$ cat src/hw/rtl/tsd_pkg.sv
// Package for the timestamp difference core: stamp type, direction codes, calendar helpers.
`timescale 1ns / 1ps
`default_nettype none

package tsd_pkg;

  // Radix of each fixed-radix span digit
  localparam int unsigned MsRadix   = 1000;
  localparam int unsigned SecRadix  = 60;
  localparam int unsigned MinRadix  = 60;
  localparam int unsigned HourRadix = 24;
  localparam int unsigned MonRadix  = 12;

  localparam int unsigned InWidth  = 104;
  localparam int unsigned OutWidth = 56;

  // Fields ordered from most to least significant, so a packed compare
  // of two stamps is the field-by-field calendar compare.
  typedef struct packed {
    logic [15:0] year;
    logic [3:0]  month;
    logic [4:0]  day;
    logic [4:0]  hour;
    logic [5:0]  minute;
    logic [5:0]  second;
    logic [9:0]  milli;
  } stamp_t;

  typedef enum logic [1:0] {
    DIR_EQUAL  = 2'd0,
    DIR_FUTURE = 2'd1,
    DIR_PAST   = 2'd2
  } dir_e;

  typedef struct packed {
    logic [9:0]  millis;
    logic [5:0]  seconds;
    logic [5:0]  minutes;
    logic [4:0]  hours;
    logic [4:0]  days;
    logic [3:0]  months;
    logic [15:0] years;
  } span_t;

  // Length of a month; zero for a month code outside 1..12
  function automatic logic [4:0] days_in_month(input logic [3:0] month,
                                               input logic [15:0] year);
    logic [4:0] len;
    case (month)
      4'd1, 4'd3, 4'd5, 4'd7, 4'd8, 4'd10, 4'd12: len = 5'd31;
      4'd4, 4'd6, 4'd9, 4'd11:                    len = 5'd30;
      4'd2:    len = (year[1:0] == 2'b00) ? 5'd29 : 5'd28;
      default: len = 5'd0;
    endcase
    return len;
  endfunction

  function automatic stamp_t unpack(input logic [24:0] date, input logic [26:0] clock);
    stamp_t s;
    s.year   = date[24:9];
    s.month  = date[8:5];
    s.day    = date[4:0];
    s.hour   = clock[26:22];
    s.minute = clock[21:16];
    s.second = clock[15:10];
    s.milli  = clock[9:0];
    return s;
  endfunction

  function automatic logic stamp_valid(input stamp_t s);
    logic [4:0] len;
    len = days_in_month(s.month, s.year);
    return (len != 5'd0) && (s.day != 5'd0) && (s.day <= len) &&
           (s.hour < 5'(HourRadix)) && (s.minute < 6'(MinRadix)) &&
           (s.second < 6'(SecRadix)) && (s.milli < 10'(MsRadix));
  endfunction

endpackage

`default_nettype wire

$ cat src/hw/rtl/timestamp_difference_core.sv
// Calendar timestamp difference core: three-stage compare and borrow-chain pipeline.
//
// Usage: one transaction on the slave stream carries a start and a target
// timestamp; one transaction on the master stream returns the direction,
// an invalid flag and the span (later minus earlier) in mixed radix.
// Each pair passes through the stage 1, stage 2 and stage 3 registers;
// m_axis_tvalid is the stage 3 valid bit. One timestamp pair is accepted
// every clock unless a stall on m_axis_tready backs up the pipeline.
// Stage 1 unpacks, checks ranges and compares; stage 2 orders the stamps
// and subtracts the millisecond through hour digits; stage 3 subtracts
// day, month and year and forms the output register. Each stage advances
// when empty or when the next stage advances; a stall on m_axis_tready
// closes up empty stages, holds full ones, backs up to s_axis_tready, and loses or duplicates nothing.
// Reset clears all valid bits; payload registers are not reset.
// Out-of-range fields set invalid_input and zero the span; the direction
// is still reported from the raw fields.
`timescale 1ns / 1ps
`default_nettype none

module timestamp_difference_core
  import tsd_pkg::*;
(
  input  wire logic                clk_i,
  input  wire logic                rst_ni,
  input  wire logic                s_axis_tvalid,
  output logic                     s_axis_tready,
  // from_date[24:0], from_clock[51:25], to_date[76:52], to_clock[103:77]
  input  wire logic [InWidth-1:0]  s_axis_tdata,
  output logic                     m_axis_tvalid,
  input  wire logic                m_axis_tready,
  // direction[1:0], invalid_input[2], span_years[18:3], span_months[22:19],
  // span_days[27:23], span_hours[32:28], span_minutes[38:33],
  // span_seconds[44:39], span_millis[54:45], zero pad[55]
  output logic [OutWidth-1:0]      m_axis_tdata
);

  // Stage enables
  logic en1, en2, en3;
  logic v1_q, v2_q, v3_q;

  assign en3 = !v3_q || m_axis_tready;
  assign en2 = !v2_q || en3;
  assign en1 = !v1_q || en2;
  assign s_axis_tready = en1;

  // Advance valid bits
  always_ff @(posedge clk_i or negedge rst_ni) begin
    if (!rst_ni) begin
      v1_q <= 1'b0;
      v2_q <= 1'b0;
      v3_q <= 1'b0;
    end else begin
      if (en1) v1_q <= s_axis_tvalid;
      if (en2) v2_q <= v1_q;
      if (en3) v3_q <= v2_q;
    end
  end

  // Stage 1: unpack, range check, compare
  stamp_t from_d, to_d, from_q, to_q;
  dir_e   dir1_d, dir1_q;
  logic   bad1_d, bad1_q;

  always_comb begin
    from_d = unpack(s_axis_tdata[24:0], s_axis_tdata[51:25]);
    to_d   = unpack(s_axis_tdata[76:52], s_axis_tdata[103:77]);
    bad1_d = !stamp_valid(from_d) || !stamp_valid(to_d);
    if (to_d > from_d) begin
      dir1_d = DIR_FUTURE;
    end else if (to_d < from_d) begin
      dir1_d = DIR_PAST;
    end else begin
      dir1_d = DIR_EQUAL;
    end
  end

  always_ff @(posedge clk_i) begin
    if (en1) begin
      from_q <= from_d;
      to_q   <= to_d;
      dir1_q <= dir1_d;
      bad1_q <= bad1_d;
    end
  end

  // Stage 2: order the stamps, subtract the time-of-day digits
  stamp_t      hi, lo;
  logic [10:0] ms_diff;
  logic [6:0]  sec_diff, min_diff;
  logic [5:0]  hr_diff;
  logic        b_ms, b_sec, b_min;
  logic [9:0]  ms2_d, ms2_q;
  logic [5:0]  sec2_d, sec2_q, min2_d, min2_q;
  logic [4:0]  hr2_d, hr2_q;
  logic        bhr2_d, bhr2_q;
  logic [4:0]  mlen2_d, mlen2_q;
  logic [15:0] hi_year_q, lo_year_q;
  logic [3:0]  hi_mon_q, lo_mon_q;
  logic [4:0]  hi_day_q, lo_day_q;
  dir_e        dir2_q;
  logic        bad2_q;

  always_comb begin
    hi = (dir1_q == DIR_FUTURE) ? to_q : from_q;
    lo = (dir1_q == DIR_FUTURE) ? from_q : to_q;

    ms_diff = {1'b0, hi.milli} - {1'b0, lo.milli};
    b_ms    = ms_diff[10];
    ms2_d   = b_ms ? ms_diff[9:0] + 10'(MsRadix) : ms_diff[9:0];

    sec_diff = {1'b0, hi.second} - {1'b0, lo.second} - 7'(b_ms);
    b_sec    = sec_diff[6];
    sec2_d   = b_sec ? sec_diff[5:0] + 6'(SecRadix) : sec_diff[5:0];

    min_diff = {1'b0, hi.minute} - {1'b0, lo.minute} - 7'(b_sec);
    b_min    = min_diff[6];
    min2_d   = b_min ? min_diff[5:0] + 6'(MinRadix) : min_diff[5:0];

    hr_diff = {1'b0, hi.hour} - {1'b0, lo.hour} - 6'(b_min);
    bhr2_d  = hr_diff[5];
    hr2_d   = bhr2_d ? hr_diff[4:0] + 5'(HourRadix) : hr_diff[4:0];

    mlen2_d = days_in_month(lo.month, lo.year);
  end

  always_ff @(posedge clk_i) begin
    if (en2) begin
      ms2_q     <= ms2_d;
      sec2_q    <= sec2_d;
      min2_q    <= min2_d;
      hr2_q     <= hr2_d;
      bhr2_q    <= bhr2_d;
      mlen2_q   <= mlen2_d;
      hi_year_q <= hi.year;
      lo_year_q <= lo.year;
      hi_mon_q  <= hi.month;
      lo_mon_q  <= lo.month;
      hi_day_q  <= hi.day;
      lo_day_q  <= lo.day;
      dir2_q    <= dir1_q;
      bad2_q    <= bad1_q;
    end
  end

  // Stage 3: subtract the calendar digits, zero the span when not meaningful
  logic [5:0]  day_diff;
  logic [4:0]  mon_diff;
  logic        b_day, b_mon;
  span_t       span_d, span_q;
  dir_e        dir3_q;
  logic        bad3_q;

  always_comb begin
    day_diff = {1'b0, hi_day_q} - {1'b0, lo_day_q} - 6'(bhr2_q);
    b_day    = day_diff[5];
    mon_diff = {1'b0, hi_mon_q} - {1'b0, lo_mon_q} - 5'(b_day);
    b_mon    = mon_diff[4];

    span_d.millis  = ms2_q;
    span_d.seconds = sec2_q;
    span_d.minutes = min2_q;
    span_d.hours   = hr2_q;
    span_d.days    = b_day ? day_diff[4:0] + mlen2_q : day_diff[4:0];
    span_d.months  = b_mon ? mon_diff[3:0] + 4'(MonRadix) : mon_diff[3:0];
    span_d.years   = hi_year_q - lo_year_q - 16'(b_mon);
    if (bad2_q || dir2_q == DIR_EQUAL) begin
      span_d = '0;
    end
  end

  always_ff @(posedge clk_i) begin
    if (en3) begin
      span_q <= span_d;
      dir3_q <= dir2_q;
      bad3_q <= bad2_q;
    end
  end

  // Pack the result transaction
  assign m_axis_tvalid = v3_q;
  assign m_axis_tdata  = {1'b0, span_q.millis, span_q.seconds, span_q.minutes,
                          span_q.hours, span_q.days, span_q.months, span_q.years,
                          bad3_q, dir3_q};

  // Checks
  a_invalid_zero_span: assert property (@(posedge clk_i) disable iff (!rst_ni)
    (m_axis_tvalid && bad3_q) |-> (span_q == '0))
    else $error("invalid input produced a nonzero span");

  a_equal_zero_span: assert property (@(posedge clk_i) disable iff (!rst_ni)
    (m_axis_tvalid && dir3_q == DIR_EQUAL) |-> (span_q == '0))
    else $error("equal timestamps produced a nonzero span");

  a_stage1_held: assert property (@(posedge clk_i) disable iff (!rst_ni)
    (v1_q && !en2) |=> (v1_q && $stable(from_q) && $stable(to_q)))
    else $error("stage 1 item lost under stall");

  a_stage2_held: assert property (@(posedge clk_i) disable iff (!rst_ni)
    (v2_q && !en3) |=> (v2_q && $stable(ms2_q) && $stable(hi_year_q)))
    else $error("stage 2 item lost under stall");

endmodule

`default_nettype wire
$ cat config.mk
export PLATFORM = sky130hd
export DESIGN_NAME = timestamp_difference_core
export DESIGN_NICKNAME = d
export VERILOG_FILES = /design/src/hw/rtl/tsd_pkg.sv /design/src/hw/rtl/timestamp_difference_core.sv
export SDC_FILE = /design/constraint.sdc
export NUM_CORES = 1
export LEC_CHECK = 0
export BUFFER_PORTS_ARGS = -buffer_cell sky130_fd_sc_hd__buf_2
export CORE_MARGIN = 5
export CORE_UTILIZATION = 45
export CTS_CLUSTER_DIAMETER = 80
export DETAILED_ROUTE_END_ITERATION = 12
export GPL_ROUTABILITY_DRIVEN = 0
export MAX_ROUTING_LAYER = met4
export PLACE_DENSITY = 0.61
export SLEW_MARGIN = 5
export SYNTH_ARGS = -nofsm -noshare
export SYNTH_HDL_FRONTEND = slang
export SYNTH_SLANG_ARGS = --single-unit
$ cat constraint.sdc
create_clock -name clk_i -period 10.1 [get_ports clk_i]
set_input_delay 0.505 -clock clk_i [delete_from_list [all_inputs] [get_ports clk_i]]
set_output_delay 0.505 -clock clk_i [all_outputs]
set_load 0.02 [all_outputs]
==> impl_metrics.yaml, run 1 <==
layout:
  layout-drive-gt1-share_pct: 15.7
  num-nets-final: 1665
  syn_to_final_growth_pct: 15.0
  fill_cells: 2731
  stdcell_area_um2: 16100
  diodes: 0
synth:
  yosysWarnings: 0
  post_synth_main_area_contributors: "edfxtp_1 (53%), ha_1 (11%), nand2_1 (5.1%)"
  synth_ff_type: "edfxtp_1"
  synth_top_area_share_pct: 52.8
  postSynthNetCount: 1490
  synth_compound_gate_area_share_pct: 8.86
  postSynthRegisterBits: 249
  synth-seq-area-share_pct: 53.3
  synth-edff-count: 246
  postSynth.asyncResetShare_pct: 1.20
  synthDistinctLibCells: 66
  netlist.top_cell.by_area: "edfxtp_1"
  synthesis.instances: 1248
  simple_gate_fraction_of_synth_area_pct: 14.1
  dominant_combinational_cell_family_by_area_after_synthesis: "simple AND/OR/NAND/NOR gates"
  syn_area_um2: 14000
  yosys.area_share.adder_pct: 13.0
  yosys.area_share.xor_xnor_pct: 4.82
  synth.avg_cell_area_um2: 11.2
  post_synthesis_mux_area_share_pct: 1.18
route:
  route.final.wire_length_um: 28600
  vias_per_cell: 4.99
  detail_route.iter0.violations: 428
  detailroute.via_count: 9168
  drt_pre_antenna_iters: 4
  drc: 0
  route.detailed.wl_per_inst_um: 15.5
  postRouteAntennaNets: 0
clock_network:
  tritoncts.num_buffers: 27
  clock_insertion_delay_worst_skew_ps: 540
  cts.sinks: 249
  post-cts-setup-buffer-count: 0
  clkSlewWorstSetupHoldPaths_ps: 60
  cts.htree.levels: 1
  clockRootBuffer: "clkbuf_16"
  cts_repair_resize_count: 0
  cts_buffer_depth: 3
  cts_tree: "yes"
  hold_fix_buffers_at_cts: 1
timing:
  timing.fmax_ghz: 0.128
  total_count_of_max_transition_violations_in_the_final_report: 0
  max_slew_margin_pct: 27.6
  timing_hold_violations_final: 0
  setup_tns_ps: 0
  period_minus_slack_ps: 7840
  timing.clock.skew_ps: 9.65
  timing.final.setup_violations: 0
  post-route-period-util_pct: 77.6
  worst_pin_slew_ps: 1080
  grt_setup_unrepaired: "no"
  timing.final.ws_setup_ps: 2260
critical_path:
  maximum_cell_stage_delay_along_the_critical_path_ps: 500
  crit_path_top_delay_cell: "o41ai_2"
  cp_common_cell: "fa_1"
  critical_path.max_fanout: 19
  timing.critical_path.to_type: "register"
  start_kind: "register"
  timing.critical_path.required_ps: 10390
  critPathArrivalTime_ps: 8130
  worst_path_class_setup: "register to register"
global_routing:
  grt_pass1_vias: 9199
  grtUsageTotal_pct: 16.7
  initial_antenna_violation_count: 0
  globalRouteOverflowTotal: 0
  grt_start_max_net_pins: 83
  first_pass_grt_wire_length_um: 46400
min_path:
  hold_path_class: "primary input to register"
job:
  maxCapViolCount: 0
run_status:
  run_status: "complete, no violations"
floorplan:
  dieArea_um2: 34700
  die-height_um: 186
  floorplan.initialDensity_pct: 45.6
  placementRows: 64
  io_pins: 166
  chipWidth_um: 186
  core_area_um2: 30700
placed_design:
  buffer_ports.inserted: 164
  place.detailed.hpwl_um: 21700
  pre_cts_slack_ps: 2210
  detailed_place.area_um2: 15300
pwr:
  vdd_ir_drop_max_v: 0.000118
  power.static_leakage_nw: 7.24
  power.density_cell_area_nw_per_um2: 212
layer usage:
metal | wire length (um) | global-route usage [%] | up-vias
li1 | - | - | 4700
met1 | 12700 | 21.3 | 4235
met2 | 14000 | 28.3 | 192
met3 | 1360 | 2.62 | 41
met4 | 522 | 3.64 | 0
met5 | 0 | - | -
synth_stat cells, drive strengths merged (3+ instances only):
cell type / count
a22oi: 4
o21a: 7
buf: 7
and2: 33
nor4: 6
o22ai: 5
nand3: 10
a31oi: 5
a21oi: 58
xor2: 35
dfrtp: 3
o211ai: 7
nand3b: 6
clkbuf: 19
nor2b: 23
nand4: 20
xnor2: 42
o31ai: 6
maj3: 4
o21bai: 4
ha: 121
nand2b: 30
edfxtp: 246
nor2: 60
mux2i: 15
a2111oi: 3
nor3: 11
a211oi: 9
fa: 13
nand2: 189
a21o: 36
and3: 3
inv: 143
and4: 3
o21ai: 31
or3: 3
or2: 5
report_power, final:
group          internal, mW  switching, mW
Sequential             1.36         0.0609
Clock                 0.539          0.392
Combinational         0.448          0.613
worst paths after layout:
path / start / to / slack (ps) / depth (start not counted)
setup reg to reg: dir1_q[1]$_SDFFCE_PN0P_ / hr2_q[4]$_DFFE_PP_ / 2260 / 34
setup / recovery: dir1_q[1]$_SDFFCE_PN0P_ / hr2_q[4]$_DFFE_PP_ / 2260 / 34
hold reg to reg: bad1_q$_DFFE_PP_ / bad2_q$_DFFE_PP_ / 440 / 0
min in group asynchronous: rst_ni / v1_q$_DFFE_PN0P_ / 300 / 2
max in group asynchronous: rst_ni / m_axis_tvalid$_DFFE_PN0P_ / 9690 / 2
hold / removal: s_axis_tdata[17] / from_q[44]$_DFFE_PP_ / 160 / 1
sequential cells by signal, indices dropped and copies added, names as in the netlist, 2 cells and up:
name          flops
from_q           52
m_axis_tdata     52
to_q             52
hi_year_q        16
lo_year_q        16
ms2_q            10
min2_q            6
sec2_q            6
hi_day_q          5
hr2_q             5
lo_day_q          5
hi_mon_q          4
lo_mon_q          4
mlen2_q           3
dir1_q            2
dir2_q            2
dir3_q            2
through the flow:
stage | hold WS [ps] | util [%] | power [mW] | std cells
after floorplan | 209 | - | 2.26 | 1248
after global placement | 303 | 49.7 | 2.48 | 1789
after detailed placement | 305 | 49.7 | 2.51 | 1789
after CTS | 126 | 52.5 | 3.46 | 1839
after global routing | 133 | 52.5 | 3.65 | 1839
final | 158 | 52.5 | 3.41 | 1839
critical path, delay by kind of cell (launching register included):
kind | cells | cell delay [ps]
xor gates and xnor gates | 3 | 830
DFF | 1 | 460
adders and majority gates | 7 | 2610
buffers and inverters | 4 | 380
AOI/OAI and AO/OA | 13 | 2080
and+or+nand+nor | 7 | 1230
placed cells by master, fill, tap and decap left out, drive strengths merged, types with 7 or more instances in the layout:
cell type and instances:
a211oi 9, a21o 36, a21oi 58, and2 33, buf 171, clkbuf 32, clkinv 13, edfxtp 246
fa 13, ha 121, inv 144, mux2i 15, nand2 189, nand2b 30, nand3 10, nand4 20
nor2 60, nor2b 23, nor3 11, o211ai 7, o21a 7, o21ai 31, xnor2 42, xor2 35
final cells by class:
| class | instances | area, um^2 | share of cell area [%] |
|---|---|---|---|
| Multi-Input combinational cell | 830 | 5880 | 36.6 |
| Inverter | 143 | 537 | 3.34 |
| Sequential cell | 249 | 7460 | 46.4 |
| Clock buffer | 32 | 694 | 4.32 |
| Timing Repair Buffer | 172 | 883 | 5.49 |
| Tap cell | 396 | 495 | 3.08 |
| Clock inverter | 17 | 133 | 0.824 |
cell families after synthesis:
logic type	Yosys count
buffers and inverters	169
AND/OR/NAND/NOR	411
flip-flops	249
other	1
XOR/XNOR	77
adder cells (fa/ha/maj)	138
AO/OA/AOI/OAI	187
multiplexers	16
(Power assumes the default switching activity.)
==> inputs of run 2 (changes only) <==
clock period = 7.75 ns   (was 10.1 ns; I/O delays follow)
==> run 2 against run 1 <==
Register-to-register slack got worse by 1700 ps. Clock-buffer cell count rose by 7. Critical path depth did not move. Global-route usage fell by 0.23 points. Cell count rose by 0.33%. Critical endpoint unchanged. Largest cell class unchanged.
==> impl_metrics.yaml, run 2 (synthesis results as in run 1) <==
critical_path:
  maximum_cell_stage_delay_along_the_critical_path_ps: 470
  crit_path_top_delay_cell: "fa_1"
  start_kind: "register"
  timing.critical_path.depth: 34
  worst_path_class_setup: "register to register"
  path_delay_family: "adder cells"
  critPathArrivalTime_ps: 7430
  timing.critical_path.buf_inv: 4
  timing.critical_path.to_type: "register"
  cp_common_cell: "fa_1"
  timing.critical_path.required_ps: 8030
  reg2regPathDepth: 34
  critical_path.max_fanout: 5
floorplan:
  die-height_um: 186
  core_area_um2: 30700
  floorplan.initialDensity_pct: 45.6
  chipWidth_um: 186
  io_pins: 166
  placementRows: 64
  dieArea_um2: 34700
global_routing:
  grt_pass1_vias: 9245
  globalRouteOverflowTotal: 0
  initial_antenna_violation_count: 2
  grtUsageTotal_pct: 16.5
  grt_start_max_net_pins: 109
  first_pass_grt_wire_length_um: 46100
timing:
  max_slew_margin_pct: 30.6
  setup_tns_ps: 0
  total_count_of_max_transition_violations_in_the_final_report: 0
  hold_ws_ps: 46.6
  timing.fmax_ghz: 0.140
  period_minus_slack_ps: 7150
  timing.final.setup_violations: 0
  timing_hold_violations_final: 0
  grt_setup_unrepaired: "no"
  post-route-period-util_pct: 92.3
  worst_pin_slew_ps: 1040
  timing.clock.skew_ps: 13.3
route:
  vias_per_cell: 4.99
  detailroute.via_count: 9210
  drt_pre_antenna_iters: 5
  detail_route.iter0.violations: 386
  drc: 0
  route.detailed.wl_per_inst_um: 15.2
  route.final.wire_length_um: 28100
  postRouteAntennaNets: 0
clock_network:
  cts_buffer_depth: 3
  cts.sinks: 249
  clkSlewWorstSetupHoldPaths_ps: 60
  clockRootBuffer: "clkbuf_16"
  cts_tree: "yes"
  cts.htree.levels: 1
  tritoncts.num_buffers: 28
  clock_insertion_delay_worst_skew_ps: 530
min_path:
  worst_hold_path.num_cells: 1
  hold_path_class: "primary input to register"
placed_design:
  place.detailed.hpwl_um: 21400
  buffer_ports.inserted: 164
  detailed_place.area_um2: 15300
  dpl.cell_count: 1790
layout:
  fill_cells: 2747
  layout_common_cells: "edfxtp_1 (246), nand2_1 (189), buf_2 (164), inv_1 (143), ha_1 (121)"
  layout.cells.most_common: "edfxtp_1"
  layout.cells.non_filler: 1845
  syn_to_final_growth_pct: 15.6
  stdcell_area_um2: 16200
  num-nets-final: 1669
  layout-drive-gt1-share_pct: 16.0
pwr:
  power.density_cell_area_nw_per_um2: 275
  vdd_ir_drop_max_v: 0.000157
  seq_power_share_pct: 41.5
  report.power.total_mw: 4.46
  intPower_mw: 3.09
  clock_network_power_share_pct: 27.2
  comb_power_share_pct: 31.2
  power.static_leakage_nw: 7.26
  power.net_switching_mw: 1.37
  power.switching_fraction_pct: 30.7
job:
  maxCapViolCount: 0
run_status:
  run_status: "complete, no violations"
==> run 2: through the flow <==
stage                     setup WS, ps  utilization [%]
after floorplan                   17.4                -
after global placement             550             49.8
after detailed placement           430             49.8
after CTS                          393             52.7
after global routing             0.473             52.7
final                              597             52.7
==> run 2: what timing repair did <==
| item | in CTS | in global routing |
|---|---|---|
| hold buffers | 1 | 0 |
| endpoints found under the hold margin | 3 | 0 |
| buffers inserted | 0 | 2 |
| gates resized for setup | 0 | 2 |
| setup endpoints to repair | 0 | 1 |
==> run 2: worst paths after layout <==
kind                                         start                   endpoint  slack (ps)
max in group asynchronous                   rst_ni           v1_q$_DFFE_PN0P_        7440
min reg2reg                       bad1_q$_DFFE_PP_           bad2_q$_DFFE_PP_         440
max reg2reg                dir1_q[1]$_SDFFCE_PN0P_         hr2_q[4]$_DFFE_PP_         600
min                               s_axis_tdata[36]       from_q[11]$_DFFE_PP_          50
max                        dir1_q[1]$_SDFFCE_PN0P_         hr2_q[4]$_DFFE_PP_         600
min in group asynchronous                   rst_ni  m_axis_tvalid$_DFFE_PN0P_         200
==> run 2: final cells by class <==
cell class	instances	area, um^2	area share, %
multi-input combinational	830	5910	36.5
antenna	2	5.00	0.0309
tap	396	495	3.06
timing repair buffer	175	918	5.68
clock buffer	39	773	4.78
clock inverter	11	77.6	0.480
inverter	143	537	3.32
sequential	249	7460	46.1
==> run 2: per-layer routing <==
metal	track usage, %	vias up	wire length (um)
li1	-	4723	-
met1	20.2	4224	12200
met2	27.7	209	13700
met3	3.18	54	1400
met4	4.91	0	726
met5	-	-	0
==> run 2: power by group through the flow <==
stage | logic (mW) | clock network [mW] | registers, mW
3_3_place_gp | 1.37 | 0 | 1.88
2_1_floorplan | 1.02 | 0 | 1.93
5_1_grt | 1.60 | 1.31 | 1.88
4_1_cts | 1.41 | 1.25 | 1.85
3_5_place_dp | 1.40 | 0 | 1.88
6_report | 1.39 | 1.21 | 1.85
==> inputs of run 3 (changes only) <==
CORE_UTILIZATION = 57   (was 45)
PLACE_DENSITY = 0.75   (was 0.61)
==> run 3 against run 2 <==
Flip-flop and latch count did not move. Utilization increased by 14 points. Via count grew 2.6%. Cell area decreased by 0.37%. Cell count decreased by 3.8%. Sequential share of layout area increased by 0.17 points. Sequential power barely moved. Critical path type unchanged.
==> impl_metrics.yaml, run 3 (synthesis results as in run 1) <==
route:
  postRouteAntennaNets: 0
  detailroute.via_count: 9445
  detail_route.iter0.violations: 551
  route.detailed.wl_per_inst_um: 15.5
  drc: 0
  drt_pre_antenna_iters: 5
  vias_per_cell: 5.32
  route.final.wire_length_um: 27600
global_routing:
  grt_pass1_vias: 9382
  initial_antenna_violation_count: 1
  grt_start_max_net_pins: 83
  globalRouteOverflowTotal: 0
  grtUsageTotal_pct: 20.1
  first_pass_grt_wire_length_um: 44700
timing:
  grt_setup_unrepaired: "no"
  worst_pin_slew_ps: 911
  total_count_of_max_transition_violations_in_the_final_report: 0
  period_minus_slack_ps: 7190
  timing.clock.skew_ps: 6.53
  timing.final.ws_setup_ps: 556
  timing.fmax_ghz: 0.139
  timing_hold_violations_final: 0
  timing.final.setup_violations: 0
  max_slew_margin_pct: 39.3
  post-route-period-util_pct: 92.8
  setup_tns_ps: 0
pwr:
  power.density_cell_area_nw_per_um2: 278
  power.static_leakage_nw: 7.28
  vdd_ir_drop_max_v: 0.000163
placed_design:
  place.detailed.hpwl_um: 21000
  dpl.cell_count: 1720
  pre_cts_slack_ps: 309
  buffer_ports.inserted: 164
clock_network:
  cts.sinks: 249
  cts_buffer_depth: 3
  clkSlewWorstSetupHoldPaths_ps: 60
  clockRootBuffer: "clkbuf_16"
  cts_tree: "yes"
  clock_insertion_delay_worst_skew_ps: 520
  cts.htree.levels: 1
  tritoncts.num_buffers: 27
critical_path:
  crit_path_top_delay_cell: "edfxtp_1"
  path_delay_family: "adder cells"
  timing.critical_path.required_ps: 8020
  timing.critical_path.buf_inv: 4
  worst_path_class_setup: "register to register"
  critPathArrivalTime_ps: 7470
  timing.critical_path.to_type: "register"
  start_kind: "register"
  maximum_cell_stage_delay_along_the_critical_path_ps: 470
  critical_path.max_fanout: 5
job:
  maxCapViolCount: 0
floorplan:
  floorplan.initialDensity_pct: 57.7
  io_pins: 166
  die-height_um: 167
  core_area_um2: 24200
  placementRows: 57
  chipWidth_um: 167
  dieArea_um2: 27800
layout:
  num-nets-final: 1672
  syn_to_final_growth_pct: 15.2
  layout-drive-gt1-share_pct: 16.5
  layout.cells.non_filler: 1775
  layout.cells.most_common: "edfxtp_1"
  layout_common_cells: "edfxtp_1 (246), nand2_1 (189), buf_2 (164), inv_1 (143), ha_1 (121)"
run_status:
  run_status: "complete, no violations"
min_path:
  hold_path_class: "primary input to register"
[run 3: worst reg2reg max path: cells and delay by family (launching register included)]
kind	cells	cell delay, ps
AO/OA/AOI/OAI	13	2170
XOR/XNOR	3	520
adder cells (fa/ha/maj)	7	2450
buffers and inverters	4	360
flip-flops	1	470
AND/OR/NAND/NOR	7	990
[run 3: worst paths after layout]
| check | from | end | slack [ps] | cells after the start |
|---|---|---|---|---|
| max | dir1_q[1]$_SDFFCE_PN0P_ | hr2_q[4]$_DFFE_PP_ | 560 | 34 |
| min | s_axis_tvalid | v1_q$_DFFE_PN0P_ | 50 | 2 |
| max reg2reg | dir1_q[1]$_SDFFCE_PN0P_ | hr2_q[4]$_DFFE_PP_ | 560 | 34 |
| min reg2reg | bad1_q$_DFFE_PP_ | bad2_q$_DFFE_PP_ | 430 | 0 |
| max in group asynchronous | rst_ni | v2_q$_DFFE_PN0P_ | 7430 | 2 |
| min in group asynchronous | rst_ni | v1_q$_DFFE_PN0P_ | 220 | 2 |
[run 3: per-stage QoR]
stage	cell area, um^2	hold slack (ps)	power [mW]	utilization (%)
after CTS	16100	20.3	4.51	66.3
final	16100	47.8	4.49	66.5
after detailed placement	15200	187	3.27	62.7
after global routing	16100	23.5	4.79	66.5
after floorplan	14000	91.9	2.95	-
after global placement	15200	185	3.21	62.7
[run 3: routing by layer]
layer	vias up	wire, um	global-route usage [%]
met2	249	13900	35.1
met5	-	0	-
met3	70	1590	3.18
li1	4738	-	-
met1	4388	11200	24.2
met4	0	899	6.08
[run 3: cell type report]
type	instances	area, um^2
flip-flops and latches	249	7460
fillers	1820	8130
repair buffers	179	936
diodes	1	2.50
well taps	324	405
clock inverters	17	165
inverters	143	537
multi-input cells	830	5910
clock buffers	32	694
[run 3: power by group]
group,total [mW],internal (mW),switching (mW)
clock,1.24,0.737,0.501
sequential,1.85,1.77,0.0776
combinational,1.40,0.598,0.800
[run 3: repair_timing]
action / in CTS / in global routing
setup buffers: 0 / 4
resized for setup: 0 / 4
hold buffers: 1 / 0
hold endpoints to repair: 3 / 0
setup endpoints to repair: 0 / 1
